`src/cq_pkg.sv`:
```
// ----------------------------------------------------------------------------
// cq_pkg: shared types and constants for the circular queue
// Holds the field widths, operation codes and the command bundle that the
// controller drives into the datapath.
// ----------------------------------------------------------------------------
package cq_pkg;

   // built number of slots unless the top level is told otherwise
   localparam int DEPTH_DEFAULT = 16;

   // field widths
   localparam int OP_W   = 2;
   localparam int WORD_W = 32;
   localparam int CAP_W  = 5;

   // stream payload widths, padded to whole bytes
   localparam int REQ_TDATA_W = 40;
   localparam int RSP_TDATA_W = 72;

   // capacity after reset
   localparam logic [CAP_W-1:0] CAP_RESET = 5'd16;

   // word reported for front and rear of an empty queue
   localparam logic [WORD_W-1:0] EMPTY_WORD = 32'hFFFF_FFFF;

   // operation codes; the unused code acts as a query
   typedef enum logic [OP_W-1:0] {
      OP_ENQ   = 2'd0,
      OP_DEQ   = 2'd1,
      OP_QUERY = 2'd2
   } op_type;

   // controller commands to the datapath
   typedef struct packed {
      logic exec;   // request transfer: apply the operation this cycle
      logic load;   // capture slot reads and flags for the response
   } cmd_type;

endpackage

```
`src/circular_queue.sv`:
```
// ----------------------------------------------------------------------------
// circular_queue: ring-buffer queue of signed 32-bit words
// Enqueue, dequeue or query per request; one response per request with the
// outcome, front and rear words and the empty and full flags.
//
//   channel  direction  handshake               payload
//   req      in         req_tvalid/req_tready   op, value
//   rsp      out        rsp_tvalid/rsp_tready   ok, front, rear, empty, full
//   csr      in         csr_valid/csr_ready     capacity
//
// A request is applied and its slot written at its transfer edge. The next
// edge reads front and rear from the slot memory and raises rsp_tvalid.
// One request is in flight; the next is taken the cycle after the response
// transfer. Reset empties the queue and sets capacity to 16.
// ----------------------------------------------------------------------------
module circular_queue
   import cq_pkg::*;
#(
   parameter int DEPTH = DEPTH_DEFAULT
)
(
   input  logic                   clock,
   input  logic                   reset,
   input  logic                   req_tvalid,
   output logic                   req_tready,
   input  logic [REQ_TDATA_W-1:0] req_tdata,   // op[1:0], value[33:2]
   output logic                   rsp_tvalid,
   input  logic                   rsp_tready,
   output logic [RSP_TDATA_W-1:0] rsp_tdata,   // ok[0], front_word[32:1],
                                               // rear_word[64:33],
                                               // empty_flag[65], full_flag[66]
   input  logic                   csr_valid,
   output logic                   csr_ready,
   input  logic [CAP_W-1:0]       csr_wdata
);

   cmd_type                  cmd;
   logic                     ok;
   logic signed [WORD_W-1:0] front_word;
   logic signed [WORD_W-1:0] rear_word;
   logic                     empty_flag;
   logic                     full_flag;

   // capacity writes are always taken
   assign csr_ready = 1'b1;

   cq_ctrl u_ctrl (
      .clock      (clock),
      .reset      (reset),
      .req_tvalid (req_tvalid),
      .req_tready (req_tready),
      .rsp_tvalid (rsp_tvalid),
      .rsp_tready (rsp_tready),
      .cmd        (cmd)
   );

   cq_datapath #(
      .DEPTH (DEPTH)
   ) u_datapath (
      .clock      (clock),
      .reset      (reset),
      .cmd        (cmd),
      .req_tdata  (req_tdata),
      .csr_valid  (csr_valid),
      .csr_wdata  (csr_wdata),
      .ok         (ok),
      .front_word (front_word),
      .rear_word  (rear_word),
      .empty_flag (empty_flag),
      .full_flag  (full_flag)
   );

   // pack the response fields, lowest first
   assign rsp_tdata = {5'b0, full_flag, empty_flag, rear_word, front_word, ok};

endmodule

```
`src/cq_ctrl.sv`:
```
// ----------------------------------------------------------------------------
// cq_ctrl: sequencing of the circular queue
// Takes one request, lets the datapath read the slots, then holds the
// response until it is taken.
// ----------------------------------------------------------------------------
module cq_ctrl
   import cq_pkg::*;
(
   input  logic    clock,
   input  logic    reset,
   input  logic    req_tvalid,
   output logic    req_tready,
   output logic    rsp_tvalid,
   input  logic    rsp_tready,
   output cmd_type cmd
);

   typedef enum logic [1:0] {
      S_IDLE,
      S_READ,
      S_RESP
   } state_type;

   state_type state_ff;
   logic      req_tready_ff;
   logic      rsp_tvalid_ff;
   logic      load_ff;

   // request transfer applies the operation at once
   assign cmd.exec   = req_tvalid & req_tready_ff;
   assign cmd.load   = load_ff;
   assign req_tready = req_tready_ff;
   assign rsp_tvalid = rsp_tvalid_ff;

   // advance state and registered handshake outputs
   always_ff @(posedge clock) begin
      if (reset) begin
         state_ff      <= S_IDLE;
         req_tready_ff <= 1'b1;
         rsp_tvalid_ff <= 1'b0;
         load_ff       <= 1'b0;
      end else begin
         case (state_ff)
            S_IDLE: begin
               load_ff <= 1'b0;
               if (req_tvalid && req_tready_ff) begin
                  state_ff      <= S_READ;
                  req_tready_ff <= 1'b0;
                  load_ff       <= 1'b1;
               end
            end
            S_READ: begin
               load_ff       <= 1'b0;
               rsp_tvalid_ff <= 1'b1;
               state_ff      <= S_RESP;
            end
            S_RESP: begin
               load_ff <= 1'b0;
               if (rsp_tready) begin
                  rsp_tvalid_ff <= 1'b0;
                  req_tready_ff <= 1'b1;
                  state_ff      <= S_IDLE;
               end
            end
            default: begin
               state_ff      <= S_IDLE;
               req_tready_ff <= 1'b1;
               rsp_tvalid_ff <= 1'b0;
               load_ff       <= 1'b0;
            end
         endcase
      end
   end

   // every applied operation is followed by the slot read
   a_exec_then_load: assert property (@(posedge clock) disable iff (reset)
      cmd.exec |=> cmd.load)
      else $error("slot read did not follow an applied operation");

   // no new request while a response is pending
   a_one_in_flight: assert property (@(posedge clock) disable iff (reset)
      rsp_tvalid_ff |-> !req_tready_ff)
      else $error("request taken while a response is pending");

endmodule

```
`src/cq_datapath.sv`:
```
// ----------------------------------------------------------------------------
// cq_datapath: slot memory, indices and flags of the circular queue
// Applies one operation on command, then reads the front and rear slots
// into registers for the response.
// ----------------------------------------------------------------------------
module cq_datapath
   import cq_pkg::*;
#(
   parameter int DEPTH = DEPTH_DEFAULT
)
(
   input  logic                    clock,
   input  logic                    reset,
   input  cmd_type                 cmd,
   input  logic [REQ_TDATA_W-1:0]  req_tdata,
   input  logic                    csr_valid,
   input  logic [CAP_W-1:0]        csr_wdata,
   output logic                    ok,
   output logic signed [WORD_W-1:0] front_word,
   output logic signed [WORD_W-1:0] rear_word,
   output logic                    empty_flag,
   output logic                    full_flag
);

   localparam int IDX_W  = (DEPTH > 1) ? $clog2(DEPTH) : 1;
   localparam int ACAP_W = $clog2(DEPTH + 1);

   logic [WORD_W-1:0] mem [DEPTH];

   logic [IDX_W-1:0]  head_ff, head_in;
   logic [IDX_W-1:0]  tail_ff, tail_in;
   logic              empty_ff, empty_in;
   logic              ok_ff, ok_in;
   logic              full_ff;
   logic [CAP_W-1:0]  cap_ff;
   logic [WORD_W-1:0] front_rd_ff;
   logic [WORD_W-1:0] rear_rd_ff;

   logic [ACAP_W-1:0] acap;
   logic [IDX_W:0]    head_inc;
   logic [IDX_W:0]    tail_inc;
   logic [IDX_W-1:0]  head_next;
   logic [IDX_W-1:0]  tail_next;
   logic              full_now;
   logic              wr_en;
   logic [IDX_W-1:0]  wr_addr;
   op_type            op;
   logic [WORD_W-1:0] value;

   assign op    = op_type'(req_tdata[OP_W-1:0]);
   assign value = req_tdata[OP_W+WORD_W-1:OP_W];

   // clamp capacity into 1..DEPTH
   always_comb begin
      if (cap_ff == '0) begin
         acap = ACAP_W'(1);
      end else if (32'(cap_ff) > DEPTH) begin
         acap = ACAP_W'(DEPTH);
      end else begin
         acap = ACAP_W'(cap_ff);
      end
   end

   // step indices with compare-and-wrap at capacity
   always_comb begin
      head_inc  = {1'b0, head_ff} + 1'b1;
      tail_inc  = {1'b0, tail_ff} + 1'b1;
      head_next = (32'(head_inc) >= 32'(acap)) ? '0 : head_inc[IDX_W-1:0];
      tail_next = (32'(tail_inc) >= 32'(acap)) ? '0 : tail_inc[IDX_W-1:0];
      full_now  = !empty_ff && (tail_next == head_ff);
   end

   // apply the operation
   always_comb begin
      head_in  = head_ff;
      tail_in  = tail_ff;
      empty_in = empty_ff;
      ok_in    = ok_ff;
      wr_en    = 1'b0;
      wr_addr  = tail_next;
      if (cmd.exec) begin
         ok_in = 1'b1;
         case (op)
            OP_ENQ: begin
               if (empty_ff) begin
                  head_in  = '0;
                  tail_in  = '0;
                  empty_in = 1'b0;
                  wr_en    = 1'b1;
                  wr_addr  = '0;
               end else if (!full_now) begin
                  tail_in = tail_next;
                  wr_en   = 1'b1;
               end else begin
                  ok_in = 1'b0;
               end
            end
            OP_DEQ: begin
               if (empty_ff) begin
                  ok_in = 1'b0;
               end else if (head_ff == tail_ff) begin
                  empty_in = 1'b1;
                  head_in  = '0;
                  tail_in  = '0;
               end else begin
                  head_in = head_next;
               end
            end
            default: begin
               ok_in = 1'b1;
            end
         endcase
      end
   end

   // hold indices, the empty flag and capacity
   always_ff @(posedge clock) begin
      if (reset) begin
         head_ff  <= '0;
         tail_ff  <= '0;
         empty_ff <= 1'b1;
         cap_ff   <= CAP_RESET;
      end else begin
         head_ff  <= head_in;
         tail_ff  <= tail_in;
         empty_ff <= empty_in;
         if (csr_valid) begin
            cap_ff <= csr_wdata;
         end
      end
   end

   // write the slot, read front and rear for the response
   always_ff @(posedge clock) begin
      ok_ff <= ok_in;
      if (wr_en) begin
         mem[wr_addr] <= value;
      end
      if (cmd.load) begin
         front_rd_ff <= mem[head_ff];
         rear_rd_ff  <= mem[tail_ff];
         full_ff     <= full_now;
      end
   end

   assign ok         = ok_ff;
   assign empty_flag = empty_ff;
   assign full_flag  = full_ff;
   assign front_word = empty_ff ? EMPTY_WORD : front_rd_ff;
   assign rear_word  = empty_ff ? EMPTY_WORD : rear_rd_ff;

   // an empty queue keeps both indices at the first slot
   a_empty_idx: assert property (@(posedge clock) disable iff (reset)
      empty_ff |-> (head_ff == '0 && tail_ff == '0))
      else $error("empty queue with nonzero index");

   // a failed operation leaves the queue untouched
   a_fail_stable: assert property (@(posedge clock) disable iff (reset)
      (cmd.exec && !ok_in) |=> (head_ff == $past(head_ff) && tail_ff == $past(tail_ff)
                                && empty_ff == $past(empty_ff)))
      else $error("failed operation changed the queue");

endmodule
```
`config.mk`:
```
export PLATFORM = sky130hd
export DESIGN_NAME = circular_queue
export DESIGN_NICKNAME = d
export VERILOG_FILES = /design/src/cq_pkg.sv /design/src/circular_queue.sv /design/src/cq_ctrl.sv /design/src/cq_datapath.sv
export SDC_FILE = /design/constraint.sdc
export NUM_CORES = 1
export LEC_CHECK = 0
export BUFFER_PORTS_ARGS = -buffer_cell sky130_fd_sc_hd__buf_2
export CORE_ASPECT_RATIO = 0.9
export CORE_MARGIN = 3
export CORE_UTILIZATION = 62
export DETAILED_ROUTE_END_ITERATION = 8
export GPL_ROUTABILITY_DRIVEN = 0
export PLACE_DENSITY = 0.83
export SLEW_MARGIN = 40
export SYNTH_ARGS = -nofsm -noshare
export SYNTH_HDL_FRONTEND = slang
export SYNTH_HIERARCHICAL = 1
export SYNTH_SLANG_ARGS = --single-unit
```
`constraint.sdc`:
```
create_clock -name clock -period 6.5 [get_ports clock]
set_input_delay 0.65 -clock clock [delete_from_list [all_inputs] [get_ports clock]]
set_output_delay 0.65 -clock clock [all_outputs]
set_load 0.05 [all_outputs]
```
After elaboration in Yosys (flattened, before gate mapping)

Memory sizes are Yosys's and may differ from the RTL's. A register that Yosys moved wholly into a read port is not among the register bits.
Index checks and enable logic that the tools add are counted.

Memory bits (writable): 512
Output and inout port bits: 75
Memories kept: 1
Register bits after elaboration: 21
Logic and storage cells: 82
Input port bits: 50

Memories:

| memory         | words | width | read ports | clocked after Yosys merged registers in | write ports | RTL line          | text |
|---|---|---|---|---|---|---|---|
| u_datapath.mem | 16    | 32    | 2          | 2                                       | 1           | cq_datapath.sv:28 | `logic [WORD_W-1:0] mem [DEPTH];` |

Bitwise gates (word level): 3
Multiplexer cells: 38
Eq/ne operators: 11
Add/subtract/negate cells: 2
Reductions and logical operators: 14
Order comparisons: 3

Operator list:

| kind                                                                   | count |
|---|---|
| 32-bit 2-to-1 mux                                                      | 2 |
| 4-bit 2-to-1 mux                                                       | 12 |
| 4-bit case mux with 2 select lines                                     | 2 |
| 1-bit 2-to-1 mux                                                       | 13 |
| 4-bit by 1-bit adder with 5-bit output (second input constant)         | 2 |
| 5-bit >= comparator                                                    | 2 |
| 5-bit 2-to-1 mux                                                       | 2 |
| 4-bit equality test                                                    | 2 |
| 2-bit by 1-bit != test with 1-bit output (second input constant)       | 3 |
| 1-bit case mux with 3 select lines                                     | 2 |
| 2-bit case mux with 3 select lines                                     | 1 |
| 2-bit AND reduction                                                    | 3 |
| 5-bit greater-than comparator (second input constant)                  | 1 |
| 5-bit zero test                                                        | 1 |
| 5-bit AND reduction                                                    | 1 |
| 2-bit by 1-bit equality test with 1-bit output (second input constant) | 2 |
| 2-bit zero test                                                        | 2 |
| 2-bit 2-to-1 mux                                                       | 2 |
| 2-bit != test (second input constant)                                  | 2 |
| 1-bit case mux with 2 select lines                                     | 2 |
| 4-bit AND reduction                                                    | 1 |
| 3-bit by 2-bit != test with 1-bit output (second input constant)       | 1 |
| 3-bit AND reduction                                                    | 1 |
| 2-bit equality test (second input constant)                            | 1 |
| other kinds (6)                                                        | 8 |

Longest topological paths before layout

Gate-level depths: netlist (run 1).

Depth after elaboration: 13
Mapped depth: 13
Gate-level depth less buffers: 11

By module

The synthesis (run 1) kept the hierarchy.

By module, submodules not included:

| module         | area each (um2) | times used | cells an instance |
|---|---|---|---|
| cq_datapath    | 26,563.0        | 1          | 1,206 |
| cq_ctrl        | 187.7           | 1          | 17 |
| circular_queue | 75.1            | 1          | 11 |

Least setup slack after synthesis (run 1)

No wires, ideal clock.

Kind: reg-to-reg
Start point: register u_datapath.tail_ff[3]
End point: memory u_datapath.mem[9][0] (enable)
Cell stages (with the launch flop): 12
Setup time: 0.461 ns
Data required time: 6.039 ns
Slack: 1.003 ns
Arrival: 5.036 ns
Path buffers: 2
Cell sequence: dfxtp_1 > buf_2 > buf_1 > and3_1 > ha_1 > nand4_1 > o221a_2 > a21oi_1 > a31oi_1 > o41ai_4 > or4_1 > nor3_1

Longest elaborated chain between the ends: 11

RTL lines:

| what                                       | RTL line           | text |
|---|---|---|
| start: declaration                         | cq_datapath.sv:31  | `logic [IDX_W-1:0] tail_ff, tail_in;` |
| start signal: assignment                   | cq_datapath.sv:125 | `tail_ff <= tail_in;` |
| 4-bit by 1-bit adder with 5-bit output (*) | cq_datapath.sv:67  | `tail_inc = {1'b0, tail_ff} + 1'b1;` |
| 5-bit >= comparator                        | cq_datapath.sv:69  | `tail_next = (32'(tail_inc) >= 32'(acap)) ? '0 : tail_inc[IDX_W-1:0];` |
| 4-bit 2-to-1 mux (*)                       | cq_datapath.sv:69  |  |
| 4-bit equality test                        | cq_datapath.sv:70  | `full_now = !empty_ff && (tail_next == head_ff);` |
| 1-bit logical AND                          | cq_datapath.sv:70  |  |
| 1-bit 2-to-1 mux                           | cq_datapath.sv:91  | `end else if (!full_now) begin` |
| 1-bit 2-to-1 mux                           | cq_datapath.sv:85  | `if (empty_ff) begin` |
| 1-bit 2-to-1 mux                           | cq_datapath.sv:83  | `case (op)` |
| 1-bit 2-to-1 mux                           | cq_datapath.sv:81  | `if (cmd.exec) begin` |
| 1-bit 2-to-1 mux                           | cq_datapath.sv:136 | `if (wr_en) begin` |
| 1-bit 2-to-1 mux (implied by the code)     | cq_datapath.sv:137 | `mem[wr_addr] <= value;` |
| end: declaration                           | cq_datapath.sv:28  |  |

Every way passes the cells marked *; elsewhere a longest branch is shown, timed or not.

Final worst setup path (run 1)

Start point: register u_datapath.tail_ff[2]
End point: memory u_datapath.mem[1][13] (enable)

Same word-level chain as after synthesis.

==> results of run 1 <==
-- state kept, by name (all words and copies together), names as in the netlist, 2 cells and up --
register / flops
u_ctrl/state_ff: 2
u_datapath/tail_ff: 4
u_datapath/head_ff: 4
u_datapath/mem: 512
u_datapath/front_rd_ff: 32
u_datapath/cap_ff: 5
u_datapath/rear_rd_ff: 32
-- cell families (layout without fill, tap and decap cells) --
kind of cell | count (synthesis) | in the layout
xor+xnor | 11 | 11
fa+ha+maj | 12 | 12
simple gates | 149 | 149
buf+inv | 109 | 270
flops | 597 | 597
mux | 325 | 325
compound gates | 29 | 29
other cells | 2 | 7
-- final cells by class --
class | count | share of cell area (%)
flip-flops and latches | 597 | 59.22
diodes | 1 | 0.008343
well taps | 547 | 2.282
repair buffers | 159 | 3.467
clock inverters | 32 | 0.8134
clock buffers | 69 | 4.977
multi-input cells | 532 | 29.11
inverters | 10 | 0.1251
-- cells in the final DEF (no fill, tap or decap), types with 12 or more instances in the layout --
cell type / instances
edfxtp_1: 578
mux4_2: 320
buf_2: 112
or2_2: 65
clkbuf_16: 58
buf_4: 31
clkinv_1: 17
nor2_1: 16
nand2_1: 13
nor2_4: 12
ha_1: 12
-- how the worst max path moves through the flow --
| stage | endpoint | slack, ns | cells past startpoint |
|---|---|---|---|
| floorplan | u_datapath/mem[9][0] | 1.00 | 11 |
| global placement | u_datapath/mem[1][13] | 1.25 | 12 |
| detailed placement | u_datapath/mem[1][20] | 1.44 | 12 |
| CTS | u_datapath/mem[1][13] | 1.38 | 12 |
| global route | u_datapath/mem[1][13] | 1.29 | 12 |
| finish | u_datapath/mem[1][13] | 1.34 | 12 |
-- through the flow --
| stage | instances | worst slack (ns) | hold slack [ns] | util [%] | cell area [um^2] |
|---|---|---|---|---|---|
| final | 1947 | 1.335 | 0.2754 | 70.93 | 29990 |
| after global routing | 1947 | 1.287 | 0.3022 | 70.93 | 29990 |
| after CTS | 1942 | 1.384 | 0.2736 | 70.74 | 29910 |
| after detailed placement | 1841 | 1.445 | 0.4998 | 66.64 | 28180 |
| after global placement | 1838 | 1.252 | 0.4610 | 66.38 | 28070 |
| after floorplan | 1238 | 1.003 | 0.4611 | - | 26840 |
-- Yosys cell counts (2+ instances only) --
master and instances:
nor2_1 28, conb_1 2, or3_1 2, inv_1 10, or4_1 4, buf_4 10
edfxtp_1 578, nand2b_1 7, nand3_1 2, a22oi_1 2, nor3_1 8, or2_2 65
o21ai_0 2, a41o_1 2, nand3b_1 2, nand4_1 4, xor2_1 2, clkbuf_1 46
and3_1 2, a21oi_1 7, a211oi_1 2, dfxtp_1 19, mux2i_1 5, buf_1 14
nor4b_1 2, buf_2 28, or3b_1 3, a21o_1 4, xnor2_1 8, mux4_2 320
nor2b_1 2, nand2_1 13, ha_1 12
-- power by group through the flow --
stage	registers, W	logic, W	clock network [W]
floorplan	0.00434	0.000128	0
global placement	0.00435	0.000201	0
detailed placement	0.00434	0.000225	0
CTS	0.00426	0.000229	0.00320
global route	0.00426	0.000245	0.00334
finish	0.00426	0.000228	0.00316
-- worst max-delay path: stages, from the launching register on --
cell and delay [ns]:
dfxtp_2 0.78, buf_4 0.40, xnor2_1 0.21, inv_1 0.14
ha_1 0.35, a211oi_2 0.19, o221a_2 0.29, a21oi_1 0.09
a31oi_1 0.39, o41ai_4 0.16, or3_1 0.53, nor3_4 0.65
buf_4 0.59
-- routing by layer --
metal	GRT usage, %	vias up	share of wire (%)
li1	-	5567	-
met1	41.94	7591	35
met2	49.19	1040	51
met3	7.211	181	11
met4	10.37	4	3.4
met5	0	-	0.040
==> results_dict.tcl, run 1 <==
set metrics [dict create \
    pwr-share-seq_pct 55.7 \
    die_y_um 203.3 \
    reg2reg_depth 12 \
    grt_max_degree 71 \
    syn_area_mm2 0.02683 \
    fin_setup_tns_ns 0 \
    startpoint "u_datapath/tail_ff[2]" \
    period_share_pct 79.46 \
    core_area_mm2 0.04229 \
    hpwlAfterDp_um 37330 \
    grt_usage_pct 30.44 \
    maxCapViolations 0 \
    hold_viol 0 \
    worst_slew_pin_slew_ns 0.8186 \
    synth.area.top_cells "edfxtp_1 65%, mux4_2 27%, or2_2 1.5%" \
    max_freq_ghz 0.1936 \
    ctsRootBufferMaster "clkbuf_16" \
    synth_xor_area_share_pct 0.3871 \
    setup_viol_count_final 0 \
    finalCriticalPeriod_ns 5.165 \
    synth_fa_ha_area_share_pct 0.5597 \
    cts.repair.resized 0 \
    whs_path_depth 3 \
    rr_startpoint "u_datapath/tail_ff[2]" \
    worstSetupStartpointType "flip-flop" \
    synth-seq-cells 597 \
    intPower_w 0.006058 \
    worstSkewPairLatency_ns 0.63 \
    cp.arrival_ns 5.41 \
    powerDensity_mw_per_mm2 255.1 \
    synth-compound-area-share_pct 0.8675 \
    drive_gt1_share_pct 46.32 \
    finalClockSkew_ns 0.02644 \
    worstPathRequired_ns 6.74 \
    r2r-end "u_datapath/mem[1][13]" \
    slew_headroom_pct 45.30 \
    holdBufCountCts 0 \
    h-tree-depth 2 \
    synthMuxAreaShare_pct 27.05 \
    p_leak_nw 8.976 \
    synthArstFlopShare_pct 0 \
    grt_first_pass_wirelength_um 100700 \
    ir_drop_mv 0.3141 \
    synth_top_area_share_pct 64.70 \
    drt_wl_total_um 67450 \
    synth.distinct_cells 50 \
    cts.clk_slew.worst_paths_ns 0.07 \
    slew_viol_final 0 \
    cts_setup_buffers 0 \
    switchingPower_w 0.001595 \
    dr.pass1.iters 5 \
    p_clk_share_pct 41.3 \
    synth_edf_count 578 \
    multi_input_area_mm2 0.008731 \
    yosysSeqAreaShare_pct 66.12 \
    postSynthAreaPerCell_um2 21.74 \
    clock_path_buffers 3 \
    ys.flop_type "edfxtp_1" \
    area_delta_synth_final_pct 11.81 \
    start_util_pct 63.44 \
    n_fill_cell 2363 \
    end_kind "flip-flop" \
    crit_fanout 23 \
    viasPerCell 7.387 \
    synth_area_leader_cell "edfxtp_1" \
    synth_cells 1234 \
    synth_top_family_by_area "multiplexers" \
    regArea_mm2 0.01776 \
    final_antenna_net_count 0 \
    cts_sinks 597 \
    yosysWarnings 6 \
    grt_antenna_before_repair 3 \
    hold_end "u_datapath/cap_ff[4]" \
    routedWlPerCell_um 34.64 \
    cts_tree "yes" \
    synthSimpleGateAreaFrac_pct 3.162 \
    grt_pass1_vias 15170 \
    grt_overflow 0 \
    io_pins 125 \
    dieArea_mm2 0.04580 \
    drc_errors 0 \
    io_buffer_count 112 \
    rows 71 \
    swShare_pct 20.84 \
    min_path_type "primary input to flip-flop" \
    numCtsBuffers 57 \
    vias 14380 \
    worstSetupPathType "flip-flop to flip-flop" \
    hold_start "csr_wdata[4]" \
    die_x_um 225.3 \
    rsz0062_at_grt "no" \
    pwr-share-comb_pct 3.0 \
    fin_nets 1419 \
    regToRegSetupSlack_ns 1.34 \
    drt-initial-drc-count 2082 \
    status "complete, no violations" \
    p_total_w 0.007652 \
]
(Power assumes the default switching activity.)
==> inputs of run 2 (changes only) <==
- CORE_UTILIZATION: 62 -> 56
- PLACE_DENSITY: 0.83 -> 0.8
- clock period: 6.5 -> 4.7 ns (I/O delays scaled with it)
==> results_dict.tcl, run 2 (synthesis results as in run 1) <==
set metrics [dict create \
    status "complete, no violations" \
    io_pins 125 \
    io_buffer_count 112 \
    largest_reg_flops 512 \
    worstSetupPathType "flip-flop to flip-flop" \
    h-tree-depth 2 \
    die_x_um 236.7 \
    viasPerCell 6.777 \
    cp_num_buf_inv 2 \
    clock_path_buffers 3 \
    core_area_mm2 0.04701 \
    drt-initial-drc-count 1567 \
    p_leak_nw 8.985 \
    dieArea_mm2 0.05057 \
    final_antenna_net_count 0 \
    holdBufCountCts 0 \
    routedWlPerCell_um 30.55 \
    drive_gt1_share_pct 46.83 \
    crit_fanout 26 \
    layout_common_cells "578 x edfxtp_1, 320 x mux4_2, 112 x buf_2" \
    fin_nets 1417 \
    min_path_type "primary input to flip-flop" \
    ctsRootBufferMaster "clkbuf_16" \
    grt_usage_pct 25.08 \
    whs_ns 0.1036 \
    worst_slew_pin_slew_ns 0.8233 \
    vias 13700 \
    rsz0062_at_grt "no" \
    period_share_pct 90.81 \
    cts.clk_slew.worst_paths_ns 0.06 \
    ir_drop_mv 0.2891 \
    hpwlAfterDp_um 35070 \
    cp.arrival_ns 4.50 \
    largest-register "u_datapath/mem" \
    max_freq_ghz 0.2343 \
    reg_top3 "u_datapath/mem x512, u_datapath/front_rd_ff x32, u_datapath/rear_rd_ff x32" \
    area_delta_synth_final_pct 12.84 \
    crit_slowest_cell "or4_1" \
    crit_chain "ha_1 > xnor2_1 > inv_1 > ha_1 > a211oi_2 > o221a_2 > a21oi_1 > a31oi_1 > o41ai_4 > or4_1 > nor3_4 > buf_4" \
    rows 75 \
    cts_tree "yes" \
    cts_sinks 597 \
    cts_setup_buffers 0 \
    p_total_w 0.01062 \
    end_kind "flip-flop" \
    finalCriticalPeriod_ns 4.268 \
    crit_path_max_incr_delay_ns 0.66 \
    cts.repair.resized 0 \
    grt_max_degree 96 \
    grt_first_pass_wirelength_um 93140 \
    grt_pass1_vias 14380 \
    critPathTopFamily "compound AO/OA/AOI/OAI gates" \
    worstPathRequired_ns 4.93 \
    numCtsBuffers 56 \
    die_y_um 213.6 \
    drc_errors 0 \
    slew_viol_final 0 \
    worstSetupStartpointType "flip-flop" \
    dr.pass1.iters 5 \
    drt_wl_total_um 61750 \
    powerDensity_mw_per_mm2 351.0 \
    worstSkewPairLatency_ns 0.62 \
    maxCapViolations 0 \
    path_common_cell "ha_1" \
    grt_antenna_before_repair 7 \
    slew_headroom_pct 45.11 \
    n_fill_cell 2992 \
    final_common_cell "edfxtp_1" \
    start_util_pct 57.06 \
    finalClockSkew_ns 0.02055 \
    grt_overflow 0 \
    hold_viol 0 \
    setup_viol_count_final 0 \
    fin_setup_tns_ns 0 \
]
## run 2: cell types whose count changed in the layout (fill, tap and decap cells not counted), sizes merged
cell / change
clkinv: -7
clkinvlp: +6
inv: +4
buf: -1
bufinv: +1
clkbuf: +1
diode: +1
## run 2: tightest hold or removal path, cell delays in order
cell	delay [ns]
buf_2	0.08
nand2_1	0.05
o211ai_1	0.07
## run 2: worst paths after layout
| path | start | to | slack (ns) | cells after the start |
|---|---|---|---|---|
| setup / recovery | u_datapath/tail_ff[0] | u_datapath/mem[13][20] | 0.43 | 12 |
| hold / removal | csr_wdata[4] | u_datapath/cap_ff[4] | 0.10 | 3 |
| setup reg to reg | u_datapath/tail_ff[0] | u_datapath/mem[13][20] | 0.43 | 12 |
| hold reg to reg | u_ctrl/req_tready | u_ctrl/req_tready | 0.50 | 1 |
## run 2: report_power, final
part | switching [W] | internal (W) | leakage [nW]
Clock | 0.00197 | 0.00246 | 0.857
Sequential | 0.0000279 | 0.00587 | 5.37
Combinational | 0.000208 | 0.0000881 | 2.76
Total | 0.00221 | 0.00842 | 8.98
## run 2: metrics by stage
| stage | setup WS, ns | cells | utilization (%) | instance area [um^2] |
|---|---|---|---|---|
| finish | 0.4320 | 2021 | 64.39 | 30270 |
| detailed placement | 0.5314 | 1912 | 60.54 | 28460 |
| floorplan | 0.05771 | 1238 | - | 26860 |
| CTS | 0.4696 | 2018 | 64.32 | 30240 |
| global placement | 0.6423 | 1909 | 60.35 | 28370 |
| global route | 0.2269 | 2020 | 64.38 | 30270 |
## run 2: final cells by class
type / count / area [um^2] / share of cell area [%]
Antenna cell: 2 / 5.005 / 0.01653
Inverter: 10 / 37.54 / 0.1240
Multi-Input combinational cell: 532 / 8750 / 28.91
Timing Repair Buffer: 158 / 1169 / 3.861
Tap cell: 616 / 770.7 / 2.546
Clock inverter: 36 / 301.5 / 0.9962
Clock buffer: 70 / 1475 / 4.873
Sequential cell: 597 / 17760 / 58.68
## run 2: layer usage
| layer | share of wire, % | vias up | track usage, % |
|---|---|---|---|
| met5 | 0.10 | - | 0 |
| met4 | 2.5 | 10 | 7.129 |
| met3 | 9.4 | 105 | 5.388 |
| met2 | 49 | 738 | 40.24 |
| met1 | 39 | 7269 | 35.88 |
| li1 | - | 5575 | - |
